[config.mk]
export PLATFORM = sky130hd
export DESIGN_NAME = wrs_div
export DESIGN_NICKNAME = d
export VERILOG_FILES = /design/src/design/wrs_pkg.sv /design/src/design/wrs_div.sv
export SDC_FILE = /design/constraint.sdc
export NUM_CORES = 1
export LEC_CHECK = 0
export BUFFER_PORTS_ARGS = -buffer_cell sky130_fd_sc_hd__buf_2
export CAP_MARGIN = 20
export CORE_MARGIN = 4
export CORE_UTILIZATION = 60
export DETAILED_ROUTE_END_ITERATION = 16
export PLACE_DENSITY = 0.82
export SLEW_MARGIN = 20
export SYNTH_ARGS = -nofsm -noshare
export SYNTH_HDL_FRONTEND = slang
export SYNTH_SLANG_ARGS = --single-unit
[constraint.sdc]
create_clock -name i_clk -period 4.6 [get_ports i_clk]
set_input_delay 0.23 -clock i_clk [delete_from_list [all_inputs] [get_ports i_clk]]
set_output_delay 0.23 -clock i_clk [all_outputs]
set_load 0.01 [all_outputs]
[src/design/wrs_pkg.sv]
package wrs_pkg;

    // default sizes, handed to the top level parameters
    localparam int MAX_PACKETS_DEF = 1024;
    localparam int WINDOW_MAX_DEF  = 16;

    // field widths
    localparam int FUNC_W   = 2;
    localparam int TIME_W   = 64;
    localparam int IDX_W    = 10;
    localparam int ATT_W    = 8;
    localparam int KIND_W   = 2;
    localparam int BYTES_W  = 16;
    localparam int MTU_W    = 16;
    localparam int FLOW_W   = 26;
    localparam int WLIM_W   = 5;
    localparam int PERIOD_W = 32;
    localparam int LIMIT_W  = 8;
    localparam int MARK_W   = 2;
    localparam int ENTRY_W  = MARK_W + ATT_W;

    // results per event
    localparam int RESULT_CAP = 16;
    localparam int CAP_W      = 5;

    // ceiling divide of flow by mtu, one quotient bit a cycle
    localparam int DIV_NUM_W = FLOW_W + 1;
    localparam int DIV_CNT_W = 5;

    // register port
    localparam int APB_AW  = 5;
    localparam int APB_DW  = 32;
    localparam int REG_SEL_W = 3;

    localparam logic [REG_SEL_W-1:0] REG_MTU     = 3'd0;
    localparam logic [REG_SEL_W-1:0] REG_FLOW    = 3'd1;
    localparam logic [REG_SEL_W-1:0] REG_WINDOW  = 3'd2;
    localparam logic [REG_SEL_W-1:0] REG_PACING  = 3'd3;
    localparam logic [REG_SEL_W-1:0] REG_TIMEOUT = 3'd4;
    localparam logic [REG_SEL_W-1:0] REG_LIMIT   = 3'd5;

    localparam logic [MTU_W-1:0]    MTU_RST     = 16'd1500;
    localparam logic [FLOW_W-1:0]   FLOW_RST    = 26'd1500;
    localparam logic [WLIM_W-1:0]   WLIM_RST    = 5'd16;
    localparam logic [PERIOD_W-1:0] PACING_RST  = 32'd0;
    localparam logic [PERIOD_W-1:0] TIMEOUT_RST = 32'd1000000;
    localparam logic [LIMIT_W-1:0]  LIMIT_RST   = 8'd8;

    // event kinds
    localparam logic [FUNC_W-1:0] FUNC_WAKE  = 2'd0;
    localparam logic [FUNC_W-1:0] FUNC_ACK   = 2'd1;
    localparam logic [FUNC_W-1:0] FUNC_TIMER = 2'd2;

    // result kinds
    localparam logic [KIND_W-1:0] KIND_SEND = 2'd0;
    localparam logic [KIND_W-1:0] KIND_WAKE = 2'd1;
    localparam logic [KIND_W-1:0] KIND_FAIL = 2'd2;

    typedef struct packed {
        logic [KIND_W-1:0]  kind;
        logic [IDX_W-1:0]   send_index;
        logic [BYTES_W-1:0] send_bytes;
        logic [ATT_W-1:0]   send_attempt;
        logic [TIME_W-1:0]  event_time;
        logic               is_retransmit;
    } t_result;

    // commands from the controller
    typedef struct packed {
        logic clr_step;
        logic accept;
        logic ack_upd;
        logic tmo_fail;
        logic tmo_retry;
        logic tail_sub;
        logic ring_push;
        logic wake_emit;
        logic pop;
        logic take_seq;
        logic send_emit;
        logic flush;
    } t_cmd;

    // status back to the controller
    typedef struct packed {
        logic [FUNC_W-1:0] func;
        logic clr_done;
        logic idx_ok;
        logic acked;
        logic att_match;
        logic failed;
        logic fail_now;
        logic ring_room;
        logic tail_ge;
        logic win_full;
        logic at_cap;
        logic paced;
        logic wake_pending;
        logic ring_empty;
        logic seq_done;
        logic from_ring;
        logic can_emit;
        logic pend_valid;
        logic can_flush;
    } t_stat;

endpackage

[src/design/wrs_div.sv]
module wrs_div
    import wrs_pkg::*;
(
    input  logic                 i_clk,
    input  logic                 i_rst_n,
    input  logic                 i_start,
    input  logic [MTU_W-1:0]     i_mtu,
    input  logic [FLOW_W-1:0]    i_flow,
    output logic                 o_busy,
    output logic [DIV_NUM_W-1:0] o_quot
);

    logic                 r_load;
    logic [DIV_CNT_W-1:0] r_cnt;
    logic [DIV_NUM_W-1:0] r_num;
    logic [MTU_W-1:0]     r_rem;
    logic [MTU_W-1:0]     r_div;
    logic [MTU_W-1:0]     mtu_eff;
    logic [MTU_W:0]       rem_sh;
    logic                 q_bit;

    // zero mtu counts as one
    assign mtu_eff = (i_mtu == '0) ? MTU_W'(1) : i_mtu;

    // one restoring step
    always_comb begin
        rem_sh = {r_rem, r_num[DIV_NUM_W-1]};
        q_bit  = (rem_sh >= {1'b0, r_div});
    end

    // control: reload after reset and on start
    always_ff @(posedge i_clk) begin
        if (!i_rst_n) begin
            r_load <= 1'b1;
            r_cnt  <= '0;
        end else if (r_load || i_start) begin
            r_load <= 1'b0;
            r_cnt  <= DIV_CNT_W'(DIV_NUM_W);
        end else if (r_cnt != '0) begin
            r_cnt <= r_cnt - DIV_CNT_W'(1);
        end
    end

    // numerator shifts out, quotient shifts in
    always_ff @(posedge i_clk) begin
        if (r_load || i_start) begin
            r_num <= DIV_NUM_W'(i_flow) + DIV_NUM_W'(mtu_eff) - DIV_NUM_W'(1);
            r_rem <= '0;
            r_div <= mtu_eff;
        end else if (r_cnt != '0) begin
            r_num <= {r_num[DIV_NUM_W-2:0], q_bit};
            r_rem <= q_bit ? MTU_W'(rem_sh - {1'b0, r_div}) : MTU_W'(rem_sh);
        end
    end

    assign o_busy = r_load | i_start | (r_cnt != '0);
    assign o_quot = r_num;

endmodule

==> impl_metrics.py <==
metrics = {
    "run_status": {
        "status": "finished, final reports clean",
    },
    "yosys": {
        "synth_nets": 788,
        "synth_sequential_area_ratio_pct": 31.4,
        "yosys_warnings": 0,
        "synth_flop_cell": "edfxtp_1",
        "synth.distinct_cells": 67,
        "synth_edf_count": 43,
        "syn-cell-area_um2": 5520,
        "synth-async-reset-ratio_pct": 0,
        "syn_area_per_cell_um2": 8.10,
        "netlist_instances": 682,
        "ys_ff_latch": 65,
    },
    "critical_path": {
        "path_buf_inv": 1,
        "path_max_fanout": 25,
        "startpoint_type": "flip-flop",
        "path_cells": "inv_1, ha_1, nand3_1, or4_4, a31oi_4, mux2_2, a21oi_1",
        "crit_family": "compound AO/OA/AOI/OAI gates",
        "crit_required_ps": 4870,
        "critPathCaptureType": "flip-flop",
        "critPathMaxStageDelay_ps": 670,
        "critPathSlowestCell": "a31oi_4",
        "crit_arrival_ps": 3210,
        "critical_path_class": "flip-flop to flip-flop",
    },
    "timing": {
        "setup_violations": 0,
        "hold_viol_final": 0,
        "setup_slack_ps": 1660,
        "fin_crit_ps": 2940,
        "min_period_over_period_pct": 63.9,
        "setup_tns_ps": 0,
        "worst_slew_pin_slew_ps": 936,
        "drv_slew": 0,
        "skew_ps": 17.3,
        "maxSlewHeadroom_pct": 37.6,
        "rsz0062_at_grt": "no",
        "whs_ps": 72.9,
        "fmax_mhz": 340,
    },
    "cts": {
        "h-tree-depth": 3,
        "clock_path_buffers": 2,
        "clk_pin_slew_ps": 90,
        "numCtsBuffers": 9,
        "cts-root-buf": "clkbuf_8",
        "ctsResizeCount": 0,
        "cts_tree": "done",
        "clk_latency_ps": 360,
        "cts_setup_buffers": 0,
        "cts-hold-fix-buffers": 0,
        "cts_sinks": 65,
    },
    "floorplanning": {
        "die_w_um": 104,
        "die_h_um": 104,
        "core_area_um2": 8850,
        "fp.dieArea_um2": 10800,
        "rows": 34,
        "io_pins": 73,
        "start_util_pct": 62.4,
    },
    "pwr": {
        "power.density_nw_per_um2": 323,
        "p_leak_nw": 2.77,
        "ir_drop_v": 0.000168,
    },
    "route": {
        "avgViaCountPerCell": 6.14,
        "first_pass_iters": 5,
        "routed_wirelength_um": 14100,
        "vias": 5166,
        "ant_nets": 0,
        "wl_per_cell_um": 16.8,
        "first_iter_violations": 382,
        "drc": 0,
    },
    "finish": {
        "fill_cells": 753,
        "syn2layout_area_growth_pct": 10.4,
        "antenna_cells": 0,
        "layout-drive-gt1-share_pct": 14.3,
        "nNetsFinal": 835,
    },
    "global_routing": {
        "grt_overflow": 0,
        "grt_pass1_vias": 5126,
        "grt_pass1_wl_um": 23600,
        "grt_start_max_net_pins": 55,
        "antenna_found_initial": 0,
        "track_usage_pct": 26.2,
    },
    "placed_design": {
        "hpwl_um": 10600,
        "port_buffers": 72,
        "dp_worst_setup_slack_ps": 1360,
        "gp_congestion": 0.922,
    },
    "min_path": {
        "min-delay-path-class": "input pin to flip-flop",
    },
    "flow_run": {
        "maxCapViolCount": 0,
    },
}
[cells in the final DEF (no fill, tap or decap), types with 4 or more instances in the layout]
| cell type | n |
|---|---|
| a211oi_1 | 12 |
| a21o_1 | 10 |
| a21oi_1 | 58 |
| a31oi_1 | 8 |
| and2_1 | 4 |
| and3_1 | 4 |
| buf_2 | 72 |
| clkbuf_8 | 9 |
| dfxtp_1 | 22 |
| edfxtp_1 | 43 |
| ha_1 | 59 |
| inv_1 | 98 |
| mux2i_1 | 8 |
| nand2_1 | 56 |
| nand2b_1 | 5 |
| nand3_1 | 15 |
| nand3b_1 | 4 |
| nand4_1 | 7 |
| nor2_1 | 36 |
| nor3_1 | 28 |
| nor4_1 | 11 |
| o211ai_1 | 5 |
| o21a_1 | 8 |
| o21ai_0 | 50 |
| o22ai_1 | 4 |
| o31ai_1 | 4 |
| or3_1 | 10 |
| xnor2_1 | 10 |
| xor2_1 | 11 |
[through the flow]
| stage | instances | total power, W | util [%] | cell area [um2] |
|---|---|---|---|---|
| floorplan | 682 | 0.00120 | - | 5520 |
| global placement | 826 | 0.00138 | 66.4 | 5870 |
| detailed placement | 826 | 0.00140 | 66.4 | 5870 |
| CTS | 842 | 0.00197 | 68.9 | 6100 |
| global route | 842 | 0.00208 | 68.9 | 6100 |
| finish | 842 | 0.00197 | 68.9 | 6100 |
[cell type report]
class | count | area, um2 | share of cell area (%)
timing repair buffer | 75 | 383 | 6.28
multi-input combinational | 479 | 3250 | 53.3
clock inverter | 7 | 103 | 1.68
tap | 108 | 135 | 2.22
inverter | 99 | 372 | 6.09
sequential | 65 | 1730 | 28.4
clock buffer | 9 | 124 | 2.03
[worst paths after layout]
kind / from / endpoint / slack [ps] / cells past startpoint
setup / recovery: r_div[7] / r_rem[0] / 1660 / 7
hold / removal: i_mtu[1] / r_div[1] / 70 / 1
setup reg to reg: r_div[7] / r_rem[0] / 1660 / 7
hold reg to reg: r_cnt[4] / r_cnt[4] / 500 / 2
[cells in the mapped netlist (all sizes together) (2+ instances only)]
cell type | count | area [um2]
a22oi | 2 | 15.0
nor2b | 2 | 12.5
clkbuf | 30 | 113
and3 | 4 | 25.0
or4 | 4 | 33.8
o21ai | 51 | 255
o211ai | 5 | 37.5
fa | 2 | 40.0
a31o | 4 | 35.0
buf | 9 | 57.6
o21a | 8 | 60.1
o31a | 3 | 26.3
inv | 99 | 372
nor2 | 37 | 139
nand3b | 4 | 30.0
ha | 59 | 738
and2 | 5 | 31.3
nor4 | 12 | 81.3
nand2 | 56 | 210
a211oi | 12 | 90.1
xnor2 | 10 | 87.6
nand2b | 5 | 31.3
nand4 | 8 | 56.3
xor2 | 11 | 96.3
a31oi | 9 | 71.3
o21bai | 2 | 15.0
mux2i | 8 | 80.1
dfxtp | 22 | 440
or3 | 10 | 62.6
a21o | 10 | 75.1
mux2 | 2 | 22.5
o31ai | 5 | 42.5
edfxtp | 43 | 1290
a21oi | 59 | 299
a41oi | 3 | 26.3
nor3 | 28 | 140
o22ai | 4 | 25.0
nor4b | 3 | 32.5
a21boi | 2 | 15.0
a211o | 2 | 17.5
nand3 | 15 | 75.1
[kinds of logic (layout without fill, tap and decap cells)]
group / count (synthesis) / after routing / synth area share (%)
buf+inv: 138 / 190 / 9.81
compound gates: 189 / 189 / 21.4
simple gates: 198 / 198 / 18.1
flops: 65 / 65 / 31.4
xor+xnor: 21 / 21 / 3.33
fa+ha+maj: 61 / 61 / 14.1
mux: 10 / 10 / 1.86
[power breakdown]
part | switching, W | internal, W | total, W
clock network | 0.000258 | 0.000311 | 0.000569
logic | 0.000380 | 0.000251 | 0.000631
registers | 0.0000490 | 0.000720 | 0.000769
total | 0.000687 | 0.00128 | 0.00197
[registers in the layout (all words and copies together), names as in the netlist]
signal and flops:
r_rem 16, o_quot 27, r_cnt 5, r_load 1, r_div 16
[per-layer routing]
| layer | track usage, % | share of wire (%) |
|---|---|---|
| met1 | 30.5 | 40 |
| met2 | 47.8 | 52 |
| met3 | 4.78 | 6.0 |
| met4 | 9.88 | 2.6 |
| met5 | 0 | 0 |
Power figures use the tool's default switching activity.
