==> config.mk <==
export PLATFORM = sky130hd
export DESIGN_NAME = wrs_ctrl
export DESIGN_NICKNAME = d
export VERILOG_FILES = /design/src/design/wrs_pkg.sv /design/src/design/wrs_ctrl.sv
export SDC_FILE = /design/constraint.sdc
export NUM_CORES = 1
export LEC_CHECK = 0
export BUFFER_PORTS_ARGS = -buffer_cell sky130_fd_sc_hd__clkbuf_2
export CAP_MARGIN = 20
export CORE_ASPECT_RATIO = 1.5
export CORE_MARGIN = 1.5
export CORE_UTILIZATION = 35
export CTS_CLUSTER_DIAMETER = 80
export DETAILED_ROUTE_END_ITERATION = 10
export HOLD_SLACK_MARGIN = 0.12
export PLACE_DENSITY = 0.65
export REMOVE_ABC_BUFFERS = 1
export SYNTH_ARGS = -nofsm -noshare
export SYNTH_HDL_FRONTEND = slang
export SYNTH_SLANG_ARGS = --single-unit
==> constraint.sdc <==
create_clock -name i_clk -period 2.49 [get_ports i_clk]
set_clock_uncertainty 0.15 [all_clocks]
set_input_delay 0.1245 -clock i_clk [delete_from_list [all_inputs] [get_ports i_clk]]
set_output_delay 0.1245 -clock i_clk [all_outputs]
set_load 0.1 [all_outputs]
==> src/design/wrs_pkg.sv <==
package wrs_pkg;

    // default sizes, handed to the top level parameters
    localparam int MAX_PACKETS_DEF = 1024;
    localparam int WINDOW_MAX_DEF  = 16;

    // field widths
    localparam int FUNC_W   = 2;
    localparam int TIME_W   = 64;
    localparam int IDX_W    = 10;
    localparam int ATT_W    = 8;
    localparam int KIND_W   = 2;
    localparam int BYTES_W  = 16;
    localparam int MTU_W    = 16;
    localparam int FLOW_W   = 26;
    localparam int WLIM_W   = 5;
    localparam int PERIOD_W = 32;
    localparam int LIMIT_W  = 8;
    localparam int MARK_W   = 2;
    localparam int ENTRY_W  = MARK_W + ATT_W;

    // results per event
    localparam int RESULT_CAP = 16;
    localparam int CAP_W      = 5;

    // ceiling divide of flow by mtu, one quotient bit a cycle
    localparam int DIV_NUM_W = FLOW_W + 1;
    localparam int DIV_CNT_W = 5;

    // register port
    localparam int APB_AW  = 5;
    localparam int APB_DW  = 32;
    localparam int REG_SEL_W = 3;

    localparam logic [REG_SEL_W-1:0] REG_MTU     = 3'd0;
    localparam logic [REG_SEL_W-1:0] REG_FLOW    = 3'd1;
    localparam logic [REG_SEL_W-1:0] REG_WINDOW  = 3'd2;
    localparam logic [REG_SEL_W-1:0] REG_PACING  = 3'd3;
    localparam logic [REG_SEL_W-1:0] REG_TIMEOUT = 3'd4;
    localparam logic [REG_SEL_W-1:0] REG_LIMIT   = 3'd5;

    localparam logic [MTU_W-1:0]    MTU_RST     = 16'd1500;
    localparam logic [FLOW_W-1:0]   FLOW_RST    = 26'd1500;
    localparam logic [WLIM_W-1:0]   WLIM_RST    = 5'd16;
    localparam logic [PERIOD_W-1:0] PACING_RST  = 32'd0;
    localparam logic [PERIOD_W-1:0] TIMEOUT_RST = 32'd1000000;
    localparam logic [LIMIT_W-1:0]  LIMIT_RST   = 8'd8;

    // event kinds
    localparam logic [FUNC_W-1:0] FUNC_WAKE  = 2'd0;
    localparam logic [FUNC_W-1:0] FUNC_ACK   = 2'd1;
    localparam logic [FUNC_W-1:0] FUNC_TIMER = 2'd2;

    // result kinds
    localparam logic [KIND_W-1:0] KIND_SEND = 2'd0;
    localparam logic [KIND_W-1:0] KIND_WAKE = 2'd1;
    localparam logic [KIND_W-1:0] KIND_FAIL = 2'd2;

    typedef struct packed {
        logic [KIND_W-1:0]  kind;
        logic [IDX_W-1:0]   send_index;
        logic [BYTES_W-1:0] send_bytes;
        logic [ATT_W-1:0]   send_attempt;
        logic [TIME_W-1:0]  event_time;
        logic               is_retransmit;
    } t_result;

    // commands from the controller
    typedef struct packed {
        logic clr_step;
        logic accept;
        logic ack_upd;
        logic tmo_fail;
        logic tmo_retry;
        logic tail_sub;
        logic ring_push;
        logic wake_emit;
        logic pop;
        logic take_seq;
        logic send_emit;
        logic flush;
    } t_cmd;

    // status back to the controller
    typedef struct packed {
        logic [FUNC_W-1:0] func;
        logic clr_done;
        logic idx_ok;
        logic acked;
        logic att_match;
        logic failed;
        logic fail_now;
        logic ring_room;
        logic tail_ge;
        logic win_full;
        logic at_cap;
        logic paced;
        logic wake_pending;
        logic ring_empty;
        logic seq_done;
        logic from_ring;
        logic can_emit;
        logic pend_valid;
        logic can_flush;
    } t_stat;

endpackage

==> src/design/wrs_ctrl.sv <==
module wrs_ctrl
    import wrs_pkg::*;
(
    input  logic              i_clk,
    input  logic              i_rst_n,
    input  logic              i_in_valid,
    input  logic [FUNC_W-1:0] i_func,
    input  logic              i_div_busy,
    input  t_stat             i_stat,
    output logic              o_in_stall,
    output t_cmd              o_cmd
);

    typedef enum logic [8:0] {
        S_CLEAR    = 9'b000000001,
        S_IDLE     = 9'b000000010,
        S_EV_RD    = 9'b000000100,
        S_EV_CHK   = 9'b000001000,
        S_TAIL     = 9'b000010000,
        S_SEND     = 9'b000100000,
        S_SEND_RD  = 9'b001000000,
        S_SEND_CHK = 9'b010000000,
        S_FLUSH    = 9'b100000000
    } t_state;

    t_state r_state;
    t_state n_state;
    logic   in_take;

    assign o_in_stall = (r_state != S_IDLE) || i_div_busy;
    assign in_take    = i_in_valid && !o_in_stall;

    // next state and commands
    always_comb begin
        n_state = r_state;
        o_cmd   = '0;
        case (r_state)
            S_CLEAR: begin
                o_cmd.clr_step = 1'b1;
                if (i_stat.clr_done) n_state = S_IDLE;
            end
            S_IDLE: begin
                if (in_take) begin
                    o_cmd.accept = 1'b1;
                    if (i_func == FUNC_WAKE) begin
                        n_state = S_SEND;
                    end else if (i_func == FUNC_ACK || i_func == FUNC_TIMER) begin
                        n_state = S_EV_RD;
                    end
                end
            end
            S_EV_RD: begin
                n_state = S_EV_CHK;
            end
            S_EV_CHK: begin
                if (!i_stat.idx_ok || i_stat.acked) begin
                    n_state = S_IDLE;
                end else if (i_stat.func == FUNC_ACK) begin
                    o_cmd.ack_upd = 1'b1;
                    n_state = S_SEND;
                end else if (!i_stat.att_match || i_stat.failed) begin
                    n_state = S_IDLE;
                end else if (i_stat.fail_now) begin
                    if (i_stat.can_emit) begin
                        o_cmd.tmo_fail = 1'b1;
                        n_state = S_FLUSH;
                    end
                end else begin
                    o_cmd.tmo_retry = 1'b1;
                    n_state = i_stat.ring_room ? S_TAIL : S_SEND;
                end
            end
            // wrap the ring tail into the current window
            S_TAIL: begin
                if (i_stat.tail_ge) begin
                    o_cmd.tail_sub = 1'b1;
                end else begin
                    o_cmd.ring_push = 1'b1;
                    n_state = S_SEND;
                end
            end
            S_SEND: begin
                if (i_stat.failed || i_stat.win_full || i_stat.at_cap) begin
                    n_state = S_FLUSH;
                end else if (i_stat.paced) begin
                    if (i_stat.wake_pending) begin
                        n_state = S_FLUSH;
                    end else if (i_stat.can_emit) begin
                        o_cmd.wake_emit = 1'b1;
                        n_state = S_FLUSH;
                    end
                end else if (!i_stat.ring_empty) begin
                    o_cmd.pop = 1'b1;
                    n_state = S_SEND_RD;
                end else if (i_stat.seq_done) begin
                    n_state = S_FLUSH;
                end else begin
                    o_cmd.take_seq = 1'b1;
                    n_state = S_SEND_RD;
                end
            end
            S_SEND_RD: begin
                n_state = S_SEND_CHK;
            end
            S_SEND_CHK: begin
                if (i_stat.from_ring && (!i_stat.idx_ok || i_stat.acked)) begin
                    n_state = S_SEND;
                end else if (i_stat.can_emit) begin
                    o_cmd.send_emit = 1'b1;
                    n_state = S_SEND;
                end
            end
            S_FLUSH: begin
                if (!i_stat.pend_valid) begin
                    n_state = S_IDLE;
                end else if (i_stat.can_flush) begin
                    o_cmd.flush = 1'b1;
                    n_state = S_IDLE;
                end
            end
            default: begin
                n_state = S_IDLE;
            end
        endcase
    end

    always_ff @(posedge i_clk) begin
        if (!i_rst_n) begin
            r_state <= S_CLEAR;
        end else begin
            r_state <= n_state;
        end
    end

endmodule

==> flow_metrics.tcl, run 1 <==
set metrics [dict create \
    hold_depth 4 \
    syn_avg_cell_area_um2 7.48 \
    core-area_um2 2230 \
    period_minus_slack_ns 2.41 \
    synthTopCellsByCount "nor3_1, dfxtp_1, nand2_1, nor2_1, inv_1" \
    tightest_slew_ns 0.543 \
    synth_cell_types 44 \
    hpwl_um 2060 \
    crit_type "reg2out" \
    status "complete, no violations" \
    grt_pass1_vias 1080 \
    io_buffers 38 \
    drive_gt1_share_pct 38.5 \
    h-tree-depth 1 \
    first_pass_iters 4 \
    grt_pass1_wl_um 4550 \
    synth.area.top_cells "dfxtp_1, nor3_1, nor4b_1" \
    startpoint_type "register" \
    crit_start "r_state[8]" \
    cp.depth 5 \
    fin_nets 188 \
    comb_power_share_pct 30.9 \
    cp.required_ns 2.22 \
    post-route-period-util_pct 96.8 \
    rsz0062_at_grt "no" \
    r2r_slack_ns 0.22 \
    die_h_um 62.7 \
    fp-row-count 21 \
    rr_worst_depth 5 \
    seqPwrFrac_pct 38.5 \
    largest-register "r_state" \
    reg2reg_from "r_state[7]" \
    crit_end "o_cmd[8]" \
    synth_flop_cell "dfxtp_1" \
    total_power_mw 0.404 \
    ys_ff_latch 9 \
    drt-total-wl_um 2680 \
    yosysMostFrequentCell "nor3_1" \
    critPathBufInv 1 \
    crit_fanout 9 \
    viasPerCell 5.79 \
    setup_viol 0 \
    yosysWarningCount 0 \
    largestRegisters "r_state x9" \
    drt_iter0_drc 29 \
    setup_ws_ns 0.0806 \
    grt_use_total_pct 21.4 \
    relSlewSlack_pct 64.0 \
    cts_buffer_depth 2 \
    yosysSeqAreaShare_pct 21.7 \
    antennaDiodeCount 0 \
    cts_tree "done" \
    drv_slew 0 \
    die_x_um 42.8 \
    p_clk_share_pct 30.6 \
    final_util_pct 57.4 \
    p_sw_mw 0.145 \
    yosys.area.top_type_share_pct 21.7 \
    syn_inst 111 \
    final_hold_viol_count 0 \
    yosysTopAreaCell "dfxtp_1" \
    fmaxAchievable_ghz 0.415 \
    cts_root_buf "clkbuf_4" \
    cp-end-kind "primary output" \
    p_int_mw 0.259 \
    wl_per_cell_um 14.5 \
    synth_edf_count 0 \
    gp_congestion 0.852 \
    clock_sinks 9 \
    dp_worst_setup_slack_ns 0.246 \
    reg2reg_to "r_state[6]" \
    grt_start_max_net_pins 11 \
    cp.arrival_ns 2.13 \
    switching_share_pct 35.8 \
    p_per_area_nw_per_um2 315 \
    path_clk_slew_ns 0.08 \
    largest_reg_flops 9 \
    route.detailed.drc 0 \
    path_cells "or3b_2 -> nor4_4 -> and4_4 -> and3_4 -> buf_12" \
    die-area_um2 2680 \
    initial_utilization_pct 37.2 \
    crit_family "simple AND/OR/NAND/NOR gates" \
    grt_overflow 0 \
    synth_area_um2 831 \
    vias 1065 \
    cts_made_buffers 3 \
    async_flop_share_pct 0 \
    clk_latency_ns 0.27 \
    ant_nets 0 \
    slowest_delay_ns 0.51 \
    power.leakage_nw 0.537 \
    cp_slowest_cell "or3b_2" \
    antenna_found_initial 0 \
    hold_path.class "in2reg" \
    peakVddDrop_v 0.000189 \
    drv_cap 0 \
    areaGrowthSynthToFinish_pct 54.4 \
    boundaryPins 39 \
]
-- kinds of logic (layout without fill, tap and decap cells) --
| group | Yosys count | count (layout) | share of synthesized area (%) |
|---|---|---|---|
| XOR/XNOR | 3 | 3 | 3.16 |
| buffers and inverters | 10 | 60 | 6.02 |
| flip-flops | 9 | 9 | 21.7 |
| AND/OR/NAND/NOR | 70 | 70 | 53.5 |
| AO/OA/AOI/OAI | 19 | 19 | 15.7 |
-- stage by stage --
| stage | TNS (ns) | hold slack [ns] | instance area [µm²] | cells |
|---|---|---|---|---|
| 2_1_floorplan | -14.44 | 0.0534 | 800 | 106 |
| 3_3_place_gp | 0 | 0.201 | 1110 | 169 |
| 3_5_place_dp | 0 | 0.217 | 1110 | 169 |
| 4_1_cts | 0 | 0.120 | 1230 | 182 |
| 5_1_grt | 0 | 0.151 | 1280 | 184 |
| 6_report | 0 | 0.118 | 1280 | 184 |
-- power groups by stage --
stage | Sequential (mW) | Combinational, mW | Clock, mW
2_1_floorplan | 0.156 | 0.0700 | 0
3_3_place_gp | 0.159 | 0.107 | 0
3_5_place_dp | 0.159 | 0.109 | 0
4_1_cts | 0.156 | 0.120 | 0.125
5_1_grt | 0.156 | 0.136 | 0.129
6_report | 0.155 | 0.125 | 0.123
-- worst min path at each step --
stage | startpoint | endpoint | slack (ns)
2_1_floorplan | i_rst_n | r_state[0] | 0.05
3_3_place_gp | i_stat[17] | r_state[0] | 0.20
3_5_place_dp | i_stat[17] | r_state[0] | 0.22
4_1_cts | i_stat[3] | r_state[7] | 0.12
5_1_grt | i_stat[3] | r_state[7] | 0.15
6_report | i_stat[3] | r_state[7] | 0.12
-- placed cells by master (no fill, tap or decap), types with 4 or more instances in the layout --
cell type,synthesis,final
nor2_1,7,6
inv_1,5,5
nor3_1,10,10
buf_12,0,4
nand2_1,8,8
a31oi_1,4,4
nor2b_1,4,4
clkbuf_2,0,28
nand2b_1,4,4
buf_4,1,8
dlygate4sd3_1,0,10
dfxtp_1,9,5
-- tightest hold or removal path, delay by kind of cell --
family / cells / cell delay, ns
buffers and inverters: 1 / 0.09
AO/OA/AOI/OAI: 2 / 0.16
AND/OR/NAND/NOR: 1 / 0.11
-- final cells by class --
cell class / count / area, µm²
Sequential cell: 9 / 188
Tap cell: 23 / 28.8
Inverter: 5 / 18.8
Fill cell: 208 / 951
Multi-Input combinational cell: 92 / 636
Clock buffer: 4 / 26.3
Timing Repair Buffer: 51 / 385
-- layer usage --
layer / GRT usage, % / share of wire, % / up-vias
met5: 0 / 0 / -
met4: 8.20 / 1.5 / 0
met3: 2.60 / 4.4 / 6
met2: 40.7 / 55 / 40
met1: 22.5 / 39 / 498
li1: - / - / 521
-- what timing repair did --
| item | 4_1_cts | 5_1_grt |
|---|---|---|
| buffers inserted | 1 | 0 |
| gates cloned | 0 | 0 |
| hold buffers | 8 | 2 |
| hold endpoints to repair | 8 | 1 |
| gates resized for setup | 5 | 10 |
| pin swaps | 1 | 1 |
| setup endpoints to repair | 3 | 5 |
No activity file was read; power rests on OpenSTA's default activity.
==> run 2: changes to the inputs <==
- PLACE_DENSITY: 0.65 -> 0.61
==> run 2 against run 1 <==
Critical path depth unchanged. Worst hold slack improved by 0.041 ns. Largest cell class unchanged. Register-to-register slack about the same. Critical endpoint unchanged. Critical path type unchanged.
==> flow_metrics.tcl, run 2 (synthesized netlist as in run 1, its figures left out) <==
set metrics [dict create \
    final_util_pct 56.6 \
    core-area_um2 2230 \
    status "complete, no violations" \
    cts_tree "done" \
    io_buffers 38 \
    cp.required_ns 2.22 \
    crit_family "simple AND/OR/NAND/NOR gates" \
    final_hold_viol_count 0 \
    drive_gt1_share_pct 37.7 \
    path_clk_slew_ns 0.07 \
    crit_fanout 9 \
    period_minus_slack_ns 2.42 \
    relSlewSlack_pct 64.0 \
    dp.cells 168 \
    p_int_mw 0.259 \
    initial_utilization_pct 37.2 \
    antenna_found_initial 0 \
    final_cells 182 \
    cts_root_buf "clkbuf_4" \
    comb_power_share_pct 30.8 \
    p_clk_share_pct 30.2 \
    grt_pass1_vias 925 \
    largest-register "r_state" \
    ant_nets 0 \
    areaGrowthSynthToFinish_pct 52.3 \
    cts_made_buffers 3 \
    switching_share_pct 35.1 \
    largestRegisters "r_state x9" \
    drt_iter0_drc 46 \
    setup_viol 0 \
    grt_start_max_net_pins 12 \
    seqPwrFrac_pct 39.0 \
    p_per_area_nw_per_um2 315 \
    grt_use_total_pct 18.9 \
    crit_start "r_state[8]" \
    reg2reg_from "r_state[7]" \
    grt_overflow 0 \
    p_sw_mw 0.140 \
    crit_type "reg2out" \
    hold_path.class "in2reg" \
    power.leakage_nw 0.525 \
    rr_worst_depth 5 \
    fin_nets 186 \
    cp.depth 5 \
    h-tree-depth 1 \
    path_cells "or3b_2 -> nor4_4 -> and4_4 -> and3_4 -> buf_12" \
    die_h_um 62.7 \
    drv_slew 0 \
    grt_pass1_wl_um 3920 \
    hpwl_um 1890 \
    final_area_um2 1260 \
    route.detailed.drc 0 \
    drv_cap 0 \
    tightest_slew_ns 0.542 \
    clk_latency_ns 0.27 \
    layout_commonest_cell "clkbuf_2" \
    fmaxAchievable_ghz 0.413 \
    antennaDiodeCount 0 \
    viasPerCell 5.91 \
    slowest_delay_ns 0.52 \
    vias 1075 \
    cp-end-kind "primary output" \
    die-area_um2 2680 \
    final_cell_mix "clkbuf_2, nor3_1, dlygate4sd3_1" \
    hold_depth 3 \
    fillerInstances 183 \
    die_x_um 42.8 \
    first_pass_iters 4 \
    drt-total-wl_um 2520 \
    post-route-period-util_pct 97.3 \
    critPathBufInv 1 \
    gp_congestion 0.793 \
    clock_sinks 9 \
    placed_area_um2 1100 \
    peakVddDrop_v 0.000191 \
    cp_slowest_cell "or3b_2" \
    boundaryPins 39 \
    wl_per_cell_um 13.8 \
    min_from "i_stat[0]" \
    cts_buffer_depth 2 \
    largest_reg_flops 9 \
    cts_setup_buffers 0 \
    startpoint_type "register" \
    fp-row-count 21 \
    cp.arrival_ns 2.15 \
]
-- run 2: changes by cell type in the layout (fill, tap and decap cells not counted), sizes merged --
cell    delta
buf        -4
clkbuf     +2
-- run 2: power by group through the flow --
stage	registers, mW	clock network [mW]	logic, mW
5_1_grt	0.156	0.128	0.133
4_1_cts	0.156	0.120	0.119
3_5_place_dp	0.159	0	0.107
6_report	0.156	0.121	0.123
2_1_floorplan	0.156	0	0.0700
3_3_place_gp	0.159	0	0.107
-- run 2: path summary, 6_finish.rpt --
kind | slack (ns) | to
max | 0.07 | o_cmd[8]
min | 0.16 | r_state[8]
max reg2reg | 0.22 | r_state[6]
min reg2reg | 0.44 | r_state[3]
-- run 2: what timing repair did --
item | 4_1_cts | 5_1_grt
resized for setup | 4 | 10
hold endpoints to repair | 8 | 1
endpoints found under the setup margin | 4 | 6
pin swaps | 1 | 1
hold buffers | 8 | 2
-- run 2: cell type report --
cell class / count / area, µm² / share of cell area (%)
clock buffers: 4 / 26.3 / 2.08
inverters: 5 / 18.8 / 1.48
multi-input cells: 92 / 636 / 50.2
flip-flops and latches: 9 / 188 / 14.8
well taps: 23 / 28.8 / 2.27
repair buffers: 49 / 368 / 29.1
-- run 2: layer usage --
| metal | GRT usage [%] | up-vias | wire, µm |
|---|---|---|---|
| met1 | 21.5 | 484 | 990 |
| met4 | 9.77 | 0 | 71 |
| met3 | 2.60 | 9 | 184 |
| met5 | 0 | - | 0 |
| li1 | - | 517 | - |
| met2 | 33.0 | 65 | 1270 |
-- run 2: worst register-to-register path: stages (launching register included) --
cell	delay (ns)
dfxtp_1	0.39
or4_1	0.57
nor2_2	0.16
nand3_2	0.13
dlygate4sd3_1	0.59
nor3b_1	0.18
-- run 2: through the flow --
stage               setup WS (ns)  hold slack [ns]  total power, mW  TNS, ns
finish                     0.0661            0.159            0.399        0
global route              -0.0185            0.172            0.417  -0.0185
CTS                       0.00128            0.126            0.395        0
detailed placement          0.235            0.209            0.266        0
global placement            0.276            0.210            0.266        0
floorplan                   -2.08           0.0534            0.226   -14.44
